`src/hdl/bvar_pkg.sv`:
```
package bvar_pkg;

  // Row geometry and field widths
  localparam int unsigned Lanes    = 4;
  localparam int unsigned PixW     = 12;
  localparam int unsigned DiffW    = 13;
  localparam int unsigned SqW      = 24;
  localparam int unsigned RowDiffW = 15;
  localparam int unsigned RowSqW   = 26;
  localparam int unsigned SseW     = 28;
  localparam int unsigned SumW     = 18;
  localparam int unsigned VarW     = 32;
  localparam int unsigned ProdW    = 2 * SumW;
  localparam int unsigned SqShift  = 4;

  // Configuration port
  localparam int unsigned AddrW      = 3;
  localparam int unsigned DataW      = 32;
  localparam int unsigned DepthW     = 2;
  localparam logic        RegDepthIdx = 1'b0;

  // Depth codes: bit 1 alone selects 12-bit rounding
  localparam logic [DepthW-1:0] Depth10   = 2'd1;
  localparam int unsigned       Depth12Bit = 1;

  // Rounding amounts
  localparam int SseHalf10 = 8;
  localparam int SseSh10   = 4;
  localparam int SseHalf12 = 128;
  localparam int SseSh12   = 8;
  localparam int SumHalf10 = 2;
  localparam int SumSh10   = 2;
  localparam int SumHalf12 = 8;
  localparam int SumSh12   = 4;

  localparam logic [1:0] LastRow = 2'd3;

  typedef struct packed {
    logic signed [DiffW-1:0] diff;
    logic [SqW-1:0]          sq;
  } bvar_lane_t;

  typedef struct packed {
    logic                   valid;
    logic [SseW-1:0]        sse;
    logic signed [SumW-1:0] sum;
  } bvar_blk_t;

endpackage

```
`src/hdl/bvar_if.sv`:
```
interface bvar_in_if;
  logic        valid;
  logic        ready;
  logic [11:0] src_pixel_0;
  logic [11:0] src_pixel_1;
  logic [11:0] src_pixel_2;
  logic [11:0] src_pixel_3;
  logic [11:0] ref_pixel_0;
  logic [11:0] ref_pixel_1;
  logic [11:0] ref_pixel_2;
  logic [11:0] ref_pixel_3;

  modport source (
    output valid, src_pixel_0, src_pixel_1, src_pixel_2, src_pixel_3,
    output ref_pixel_0, ref_pixel_1, ref_pixel_2, ref_pixel_3,
    input  ready
  );
  modport sink (
    input  valid, src_pixel_0, src_pixel_1, src_pixel_2, src_pixel_3,
    input  ref_pixel_0, ref_pixel_1, ref_pixel_2, ref_pixel_3,
    output ready
  );
endinterface

interface bvar_out_if;
  logic        valid;
  logic        ready;
  logic [27:0] block_sse;
  logic [31:0] block_variance;

  modport source (output valid, block_sse, block_variance, input ready);
  modport sink (input valid, block_sse, block_variance, output ready);
endinterface

```
`src/hdl/bvar_lane.sv`:
```
module bvar_lane (
  input  logic                            clk_i,
  input  logic                            en_i,
  input  logic [bvar_pkg::PixW-1:0]       src_i,
  input  logic [bvar_pkg::PixW-1:0]       ref_i,
  output bvar_pkg::bvar_lane_t            lane_o
);
  import bvar_pkg::*;

  logic signed [DiffW-1:0]   diff;
  logic signed [2*DiffW-1:0] sq_full;
  bvar_lane_t                lane_d, lane_q;

  // Difference and its square for one column
  always_comb begin
    diff        = signed'({1'b0, src_i}) - signed'({1'b0, ref_i});
    sq_full     = diff * diff;
    lane_d.diff = diff;
    lane_d.sq   = sq_full[SqW-1:0];
  end

  // Hold while the pipeline stalls
  always_ff @(posedge clk_i) begin
    if (en_i) begin
      lane_q <= lane_d;
    end
  end

  assign lane_o = lane_q;

endmodule

```
`src/hdl/bvar_merge.sv`:
```
module bvar_merge (
  input  logic                            clk_i,
  input  logic                            rst_ni,
  input  logic                            en_i,
  input  logic                            valid_i,
  input  logic [bvar_pkg::DepthW-1:0]     depth_i,
  input  bvar_pkg::bvar_lane_t            lanes_i [bvar_pkg::Lanes],
  output bvar_pkg::bvar_blk_t             blk_o
);
  import bvar_pkg::*;

  logic signed [RowDiffW-1:0] row_diff_d, row_diff_q;
  logic [RowSqW-1:0]          row_sq_d, row_sq_q;
  logic                       row_v_q;

  logic [1:0]                 row_cnt_q;
  logic signed [SumW-1:0]     diff_acc_q;
  logic [SseW-1:0]            sq_acc_q;

  logic signed [SumW-1:0]     tot_diff;
  logic [SseW-1:0]            tot_sq;
  logic [SseW:0]              sse_ext;
  logic signed [SumW:0]       sum_ext;
  logic                       last_row;
  bvar_blk_t                  blk_d, blk_q;

  // Combine the lanes of one row
  always_comb begin
    row_diff_d = '0;
    row_sq_d   = '0;
    for (int i = 0; i < Lanes; i++) begin
      row_diff_d = row_diff_d + RowDiffW'(lanes_i[i].diff);
      row_sq_d   = row_sq_d + RowSqW'(lanes_i[i].sq);
    end
  end

  always_ff @(posedge clk_i or negedge rst_ni) begin
    if (!rst_ni) begin
      row_v_q <= 1'b0;
    end else if (en_i) begin
      row_v_q <= valid_i;
    end
  end

  always_ff @(posedge clk_i) begin
    if (en_i) begin
      row_diff_q <= row_diff_d;
      row_sq_q   <= row_sq_d;
    end
  end

  // Block totals including the current row, then depth rounding
  always_comb begin
    tot_diff = diff_acc_q + SumW'(row_diff_q);
    tot_sq   = sq_acc_q + SseW'(row_sq_q);
    last_row = row_v_q && (row_cnt_q == LastRow);
    sse_ext  = {1'b0, tot_sq};
    sum_ext  = (SumW + 1)'(tot_diff);

    blk_d.valid = last_row;
    if (depth_i[Depth12Bit]) begin
      blk_d.sse = SseW'((sse_ext + (SseW + 1)'(SseHalf12)) >> SseSh12);
      blk_d.sum = SumW'((sum_ext + (SumW + 1)'(SumHalf12)) >>> SumSh12);
    end else if (depth_i == Depth10) begin
      blk_d.sse = SseW'((sse_ext + (SseW + 1)'(SseHalf10)) >> SseSh10);
      blk_d.sum = SumW'((sum_ext + (SumW + 1)'(SumHalf10)) >>> SumSh10);
    end else begin
      blk_d.sse = tot_sq;
      blk_d.sum = tot_diff;
    end
  end

  // Advance the row count and sums; clear them after the fourth row
  always_ff @(posedge clk_i or negedge rst_ni) begin
    if (!rst_ni) begin
      row_cnt_q  <= '0;
      diff_acc_q <= '0;
      sq_acc_q   <= '0;
      blk_q      <= '0;
    end else if (en_i) begin
      blk_q <= blk_d;
      if (row_v_q) begin
        if (last_row) begin
          row_cnt_q  <= '0;
          diff_acc_q <= '0;
          sq_acc_q   <= '0;
        end else begin
          row_cnt_q  <= row_cnt_q + 2'd1;
          diff_acc_q <= tot_diff;
          sq_acc_q   <= tot_sq;
        end
      end
    end
  end

  assign blk_o = blk_q;

  a_last_row_emits : assert property (@(posedge clk_i) disable iff (!rst_ni)
    (en_i && last_row) |=> blk_q.valid)
    else $error("fourth row did not produce a block result");

  a_no_early_result : assert property (@(posedge clk_i) disable iff (!rst_ni)
    (en_i && !last_row) |=> !blk_q.valid)
    else $error("block result without a fourth row");

  a_count_advances : assert property (@(posedge clk_i) disable iff (!rst_ni)
    (en_i && row_v_q) |=> (row_cnt_q == $past(row_cnt_q) + 2'd1))
    else $error("row count did not advance on an accepted row");

endmodule

```
`src/hdl/bvar_finish.sv`:
```
module bvar_finish (
  input  logic                        clk_i,
  input  logic                        rst_ni,
  input  logic                        en_i,
  input  bvar_pkg::bvar_blk_t         blk_i,
  output logic                        out_valid_o,
  output logic [bvar_pkg::SseW-1:0]   sse_o,
  output logic [bvar_pkg::VarW-1:0]   var_o
);
  import bvar_pkg::*;

  logic signed [ProdW-1:0] prod_d;
  logic [ProdW-1:0]        prod_q;
  logic [SseW-1:0]         sse_q;
  logic                    prod_v_q;
  logic [VarW-1:0]         var_d;
  logic                    out_valid_q;
  logic [SseW-1:0]         out_sse_q;
  logic [VarW-1:0]         out_var_q;

  // Square the rounded sum
  assign prod_d = blk_i.sum * blk_i.sum;

  always_ff @(posedge clk_i or negedge rst_ni) begin
    if (!rst_ni) begin
      prod_v_q <= 1'b0;
    end else if (en_i) begin
      prod_v_q <= blk_i.valid;
    end
  end

  always_ff @(posedge clk_i) begin
    if (en_i) begin
      prod_q <= ProdW'(prod_d);
      sse_q  <= blk_i.sse;
    end
  end

  // Variance wraps modulo 2^32
  assign var_d = VarW'(sse_q) - prod_q[ProdW-1:SqShift];

  // Output register: hold until taken
  always_ff @(posedge clk_i or negedge rst_ni) begin
    if (!rst_ni) begin
      out_valid_q <= 1'b0;
    end else if (en_i) begin
      out_valid_q <= prod_v_q;
    end
  end

  always_ff @(posedge clk_i) begin
    if (en_i) begin
      out_sse_q <= sse_q;
      out_var_q <= var_d;
    end
  end

  assign out_valid_o = out_valid_q;
  assign sse_o       = out_sse_q;
  assign var_o       = out_var_q;

  a_prod_follows : assert property (@(posedge clk_i) disable iff (!rst_ni)
    (en_i && blk_i.valid) |=> prod_v_q)
    else $error("square stage lost a block");

  a_out_follows : assert property (@(posedge clk_i) disable iff (!rst_ni)
    (en_i && prod_v_q) |=> out_valid_q)
    else $error("output register lost a block");

  a_var_value : assert property (@(posedge clk_i) disable iff (!rst_ni)
    (en_i && prod_v_q) |=> (out_var_q == $past(var_d)))
    else $error("variance not captured from the square stage");

endmodule

```
`src/hdl/block_variance_4x4_highbd.sv`:
```
// Channel  Role    Handshake      Payload
// in_if    sink    valid/ready    one row: src_pixel_0..3, ref_pixel_0..3
// out_if   source  valid/ready    block_sse, block_variance
// apb      slave   psel/penable   bit_depth_mode at addresses 0 to 3
//
// One row is accepted per cycle unless the output stalls; the four column lanes take a
// whole row at once. A result passes lane, row, block, square and output registers.
// The whole pipeline advances together whenever the output register is empty or taken.
// Reset clears the row count, both sums and the depth register to 8-bit.
module block_variance_4x4_highbd (
  input  logic                          clk_i,
  input  logic                          rst_ni,
  bvar_in_if.sink                       in_if,
  bvar_out_if.source                    out_if,
  input  logic                          psel,
  input  logic                          penable,
  input  logic                          pwrite,
  input  logic [bvar_pkg::AddrW-1:0]    paddr,
  input  logic [bvar_pkg::DataW-1:0]    pwdata,
  output logic [bvar_pkg::DataW-1:0]    prdata,
  output logic                          pready
);
  import bvar_pkg::*;

  logic [DepthW-1:0] depth_q;
  logic              en;
  logic              row_v_q;
  logic              out_valid;
  logic [PixW-1:0]   src_px [Lanes];
  logic [PixW-1:0]   ref_px [Lanes];
  bvar_lane_t        lanes [Lanes];
  bvar_blk_t         blk;

  // Configuration register
  always_ff @(posedge clk_i or negedge rst_ni) begin
    if (!rst_ni) begin
      depth_q <= '0;
    end else if (psel && penable && pwrite && (paddr[AddrW-1] == RegDepthIdx)) begin
      depth_q <= pwdata[DepthW-1:0];
    end
  end

  assign prdata = (paddr[AddrW-1] == RegDepthIdx) ? DataW'(depth_q) : '0;
  assign pready = 1'b1;

  // Advance whenever the output register can move
  assign en          = !out_valid || out_if.ready;
  assign in_if.ready = en;

  always_comb begin
    src_px[0] = in_if.src_pixel_0;
    src_px[1] = in_if.src_pixel_1;
    src_px[2] = in_if.src_pixel_2;
    src_px[3] = in_if.src_pixel_3;
    ref_px[0] = in_if.ref_pixel_0;
    ref_px[1] = in_if.ref_pixel_1;
    ref_px[2] = in_if.ref_pixel_2;
    ref_px[3] = in_if.ref_pixel_3;
  end

  always_ff @(posedge clk_i or negedge rst_ni) begin
    if (!rst_ni) begin
      row_v_q <= 1'b0;
    end else if (en) begin
      row_v_q <= in_if.valid;
    end
  end

  // One lane per column
  for (genvar g = 0; g < Lanes; g++) begin : g_lane
    bvar_lane u_lane (
      .clk_i  (clk_i),
      .en_i   (en),
      .src_i  (src_px[g]),
      .ref_i  (ref_px[g]),
      .lane_o (lanes[g])
    );
  end

  bvar_merge u_merge (
    .clk_i   (clk_i),
    .rst_ni  (rst_ni),
    .en_i    (en),
    .valid_i (row_v_q),
    .depth_i (depth_q),
    .lanes_i (lanes),
    .blk_o   (blk)
  );

  bvar_finish u_finish (
    .clk_i       (clk_i),
    .rst_ni      (rst_ni),
    .en_i        (en),
    .blk_i       (blk),
    .out_valid_o (out_valid),
    .sse_o       (out_if.block_sse),
    .var_o       (out_if.block_variance)
  );

  assign out_if.valid = out_valid;

endmodule
```
`src/flat_wrapper.sv`:
```
// flat-port wrapper written by rule: the top's interface ports become plain ports
module block_variance_4x4_highbd_flat import bvar_pkg::*;
  (clk_i, rst_ni, psel, penable, pwrite, paddr, pwdata, prdata, pready, in_if_valid, in_if_src_pixel_0, in_if_src_pixel_1, in_if_src_pixel_2, in_if_src_pixel_3, in_if_ref_pixel_0, in_if_ref_pixel_1, in_if_ref_pixel_2, in_if_ref_pixel_3, in_if_ready, out_if_valid, out_if_block_sse, out_if_block_variance, out_if_ready);
  bvar_in_if in_if_i ();
  bvar_out_if out_if_i ();
  input  logic clk_i;
  input  logic rst_ni;
  input  logic psel;
  input  logic penable;
  input  logic pwrite;
  input  logic [bvar_pkg::AddrW-1:0] paddr;
  input  logic [bvar_pkg::DataW-1:0] pwdata;
  output logic [bvar_pkg::DataW-1:0] prdata;
  output logic pready;
  input wire logic [$bits(in_if_i.valid)-1:0] in_if_valid;
  input wire logic [$bits(in_if_i.src_pixel_0)-1:0] in_if_src_pixel_0;
  input wire logic [$bits(in_if_i.src_pixel_1)-1:0] in_if_src_pixel_1;
  input wire logic [$bits(in_if_i.src_pixel_2)-1:0] in_if_src_pixel_2;
  input wire logic [$bits(in_if_i.src_pixel_3)-1:0] in_if_src_pixel_3;
  input wire logic [$bits(in_if_i.ref_pixel_0)-1:0] in_if_ref_pixel_0;
  input wire logic [$bits(in_if_i.ref_pixel_1)-1:0] in_if_ref_pixel_1;
  input wire logic [$bits(in_if_i.ref_pixel_2)-1:0] in_if_ref_pixel_2;
  input wire logic [$bits(in_if_i.ref_pixel_3)-1:0] in_if_ref_pixel_3;
  output wire logic [$bits(in_if_i.ready)-1:0] in_if_ready;
  output wire logic [$bits(out_if_i.valid)-1:0] out_if_valid;
  output wire logic [$bits(out_if_i.block_sse)-1:0] out_if_block_sse;
  output wire logic [$bits(out_if_i.block_variance)-1:0] out_if_block_variance;
  input wire logic [$bits(out_if_i.ready)-1:0] out_if_ready;
  assign in_if_i.valid = in_if_valid;
  assign in_if_i.src_pixel_0 = in_if_src_pixel_0;
  assign in_if_i.src_pixel_1 = in_if_src_pixel_1;
  assign in_if_i.src_pixel_2 = in_if_src_pixel_2;
  assign in_if_i.src_pixel_3 = in_if_src_pixel_3;
  assign in_if_i.ref_pixel_0 = in_if_ref_pixel_0;
  assign in_if_i.ref_pixel_1 = in_if_ref_pixel_1;
  assign in_if_i.ref_pixel_2 = in_if_ref_pixel_2;
  assign in_if_i.ref_pixel_3 = in_if_ref_pixel_3;
  assign in_if_ready = in_if_i.ready;
  assign out_if_valid = out_if_i.valid;
  assign out_if_block_sse = out_if_i.block_sse;
  assign out_if_block_variance = out_if_i.block_variance;
  assign out_if_i.ready = out_if_ready;
  block_variance_4x4_highbd u_core (.clk_i(clk_i), .rst_ni(rst_ni), .in_if(in_if_i), .out_if(out_if_i), .psel(psel), .penable(penable), .pwrite(pwrite), .paddr(paddr), .pwdata(pwdata), .prdata(prdata), .pready(pready));
endmodule
```
`config.mk`:
```
export PLATFORM = sky130hd
export DESIGN_NAME = block_variance_4x4_highbd_flat
export DESIGN_NICKNAME = d
export VERILOG_FILES = /design/src/hdl/bvar_pkg.sv /design/src/hdl/bvar_if.sv /design/src/hdl/bvar_lane.sv /design/src/hdl/bvar_merge.sv /design/src/hdl/bvar_finish.sv /design/src/hdl/block_variance_4x4_highbd.sv /design/src/flat_wrapper.sv
export SDC_FILE = /design/constraint.sdc
export NUM_CORES = 2
export LEC_CHECK = 0
export BUFFER_PORTS_ARGS = -buffer_cell sky130_fd_sc_hd__buf_2
export CORE_MARGIN = 1
export CORE_UTILIZATION = 25
export CTS_BUF_LIST = sky130_fd_sc_hd__clkbuf_8
export DETAILED_ROUTE_END_ITERATION = 8
export SYNTH_ARGS = -nofsm -noshare
export SYNTH_HDL_FRONTEND = slang
export SYNTH_HIERARCHICAL = 1
export SYNTH_SLANG_ARGS = --single-unit
```
`constraint.sdc`:
```
create_clock -name clk_i -period 7.2 [get_ports clk_i]
set_input_delay 0.36 -clock clk_i [delete_from_list [all_inputs] [get_ports clk_i]]
set_output_delay 0.36 -clock clk_i [all_outputs]
set_load 0.02 [all_outputs]
```
==> out/qor.yml <==
run_status:
  status: "finished clean"
setup_path:
  path_max_fanout: 6
  path_cells: "clkinv_1, nor2_1, inv_1, fa_1, fa_1, fa_1, inv_1, fa_1, fa_1, inv_1, fa_1, inv_1, ha_1, a211oi_1, nand2_1, o22ai_1, a311oi_2, a31oi_2, o22ai_1, a211o_1, a21oi_1, xnor2_1"
  worst_path_max_delay_cell: "fa_1"
  slowest_delay_ns: 0.75
  crit_type: "register to register"
  crit_arrival_ns: 7.33
  critPathBufInv: 5
  crit_path_frequent_cell: "fa_1"
  endpoint_kind: "register"
  path_delay_family: "adder cells"
  cp.required_ns: 7.70
  startpoint_type: "register"
drt:
  postRouteAntennaNets: 0
  routed_via_density: 4.386
  routed_wl_mm: 139.5
  wl_per_cell_um: 14.65
  drtIter0Drc: 1873
  drc_errors: 0
  dr.pass1.iters: 5
  num_vias: 41760
synth:
  async_reset_ff_share_pct: 25.12
  synth_area_per_cell_um2: 9.780
  synthTopCellsByCount: "inv_1 (1,405), fa_1 (915), ha_1 (517)"
  yosysTopAreaCell: "fa_1"
  synth.distinct_cells: 130
  yosys.cell_count.top_type: "inv_1"
  synth_area_leaders: "fa_1 (31%), edfxtp_1 (16%), ha_1 (11%)"
  synth_seq_cells: 402
  synth_edf_count: 301
  yosysTopAreaCellShare_pct: 31.48
  yosysWarnings: 6
  ys_seq_area_share_pct: 19.88
  synthFlopType: "edfxtp_1"
  postSynthCellCount: 5950
  synth.cell_area_mm2: 0.05819
grt:
  grt_pass1_wl_mm: 230.3
  grt_pass1_vias: 44580
  grt_use_total_pct: 12.05
  overflow: 0
  antenna_found_initial: 3
  grt_max_degree: 173
timing:
  finalCritPeriodShare_pct: 94.78
  fin_worst_skew_ns: 0.06707
  rsz0062_at_grt: "no"
  tightest_slew_ns: 0.9527
  maxSlewViolCount: 0
  fin_crit_ns: 6.824
  slew_headroom_pct: 36.48
  setup_viol: 0
  hold_violations: 0
  hold_slack_ns: 0.1483
  fmax_mhz: 146.5
run:
  drv_cap: 0
clocking:
  cts_buffers: 76
  clock_sinks: 402
  clock_latency_ns: 0.75
  cts_tree: "done"
  postCtsSetupRepairBufs: 0
  cts-root-buf: "clkbuf_8"
  clk_path_buf_depth: 3
  h-tree-depth: 3
  path_clk_slew_ns: 0.08
place:
  place_area_mm2: 0.06491
  port_buffers: 169
  dpl.hpwl_mm: 117.4
  dp_cells: 9372
  routabilityCongestion: 0.8899
layout:
  fin_area_mm2: 0.06654
  n_fill_cell: 24020
  fin_cells: 9520
  drive_above_1_share_pct: 12.48
  areaGrowthSynthToFinish_pct: 14.36
  fin_nets: 8000
  post-route-util_pct: 28.86
floorplanning:
  ios: 233
  die_area_mm2: 0.2347
  core_area_mm2: 0.2306
  num_rows: 176
  die_h_um: 484.4
  die_w_um: 484.4
  start_util_pct: 25.24
min_path:
  hold_class: "input port to async pin"
==> worst paths after layout <==
check,startpoint,end,slack (ns),cells past startpoint
worst max register to register,u_core/u_merge/blk_o[17]$_DFFE_PN0P_,u_core/u_finish/prod_q[35]$_DFFE_PP_,0.38,22
max in group asynchronous,rst_ni,u_core/u_merge/blk_o[31]$_DFFE_PN0P_,5.69,3
worst min-delay path,rst_ni,u_core/depth_q[1]$_DFFE_PN0P_,0.15,2
min in group clk_i,in_if_src_pixel_0[5],u_core/g_lane[0].u_lane/lane_o[29]$_DFFE_PP_,0.38,4
worst max-delay path,u_core/u_merge/blk_o[17]$_DFFE_PN0P_,u_core/u_finish/prod_q[35]$_DFFE_PP_,0.38,22
worst min register to register,u_core/u_finish/sse_q[25]$_DFFE_PP_,u_core/u_finish/sse_o[25]$_DFFE_PP_,0.46,0
==> sequential cells by signal, indices dropped and copies added (netlist names) <==
signal                       flops
u_core/depth_q                   2
u_core/g_lane.u_lane/lane_o    140
u_core/row_v_q                   1
u_core/u_finish/out_valid_o      1
u_core/u_finish/prod_q          32
u_core/u_finish/prod_v_q         1
u_core/u_finish/sse_o           28
u_core/u_finish/sse_q           28
u_core/u_finish/var_o           32
u_core/u_merge/blk_o            47
u_core/u_merge/diff_acc_q       18
u_core/u_merge/row_cnt_q         2
u_core/u_merge/row_diff_q       15
u_core/u_merge/row_sq_q         26
u_core/u_merge/row_v_q           1
u_core/u_merge/sq_acc_q         28
==> worst reg2reg max path, stage by stage (launching register included) <==
cell      delay (ns)
dfrtp_1         0.35
clkinv_1        0.28
nor2_1          0.33
inv_1           0.10
fa_1            0.75
fa_1            0.48
fa_1            0.52
inv_1           0.05
fa_1            0.48
fa_1            0.55
inv_1           0.05
fa_1            0.52
inv_1           0.04
ha_1            0.36
a211oi_1        0.29
nand2_1         0.10
o22ai_1         0.25
a311oi_2        0.11
a31oi_2         0.27
o22ai_1         0.17
a211o_1         0.29
a21oi_1         0.17
xnor2_1         0.09
==> logic make-up (layout without fill, tap and decap cells) <==
| kind of cell | Yosys count | count (layout) | synth area share (%) |
|---|---|---|---|
| AOI/OAI and AO/OA | 828 | 828 | 10.07 |
| xor gates and xnor gates | 330 | 330 | 5.206 |
| adders and majority gates | 1432 | 1432 | 42.60 |
| buffers and inverters | 1593 | 2105 | 10.61 |
| DFF | 402 | 402 | 19.88 |
| muxes | 35 | 35 | 0.6687 |
| other | 6 | 38 | 0.03870 |
| and+or+nand+nor | 1324 | 1324 | 10.94 |
==> area by class of cell <==
class                   instances  area [µm²]  share of cell area [%]
multi-input cells            3984       40590                   61.00
repair buffers                528        3621                   5.442
diodes                          3       7.507                 0.01128
inverters                    1438        5403                   8.119
flip-flops and latches        402       11570                   17.38
well taps                    3026        3786                   5.690
clock buffers                  77        1060                   1.593
clock inverters                62       508.0                  0.7634
==> routing by layer <==
layer | track usage [%] | vias up | part of all wire (%)
met1 | 15.42 | 20860 | 44
met2 | 21.10 | 835 | 49
met4 | 3.163 | 0 | 2.4
li1 | - | 19900 | -
met5 | 0 | - | 0
met3 | 1.688 | 165 | 4.2
==> cells in the final DEF (no fill, tap or decap), types with 168 or more instances in the layout <==
cell and count:
a21oi_1 197, buf_2 168, buf_4 349, edfxtp_1 301, fa_1 914, ha_1 517
inv_1 1417, nand2_1 478, nor2_1 340, xnor2_1 232
==> timing repair <==
| action | in CTS | in global routing |
|---|---|---|
| hold endpoints to repair | 33 | 0 |
| hold buffers | 6 | 0 |
| resized for setup | 0 | 0 |
==> stage by stage <==
step	worst slack [ns]	setup TNS, ns
6_report	0.3756	0
4_1_cts	0.3798	0
5_1_grt	0.02140	0
3_5_place_dp	-0.3135	-2.459
2_1_floorplan	-0.01995	-0.01995
3_3_place_gp	-0.3185	-1.625
Power is not shown: default switching activity piles up to over one toggle a cycle in this logic, so the estimate is an artifact.
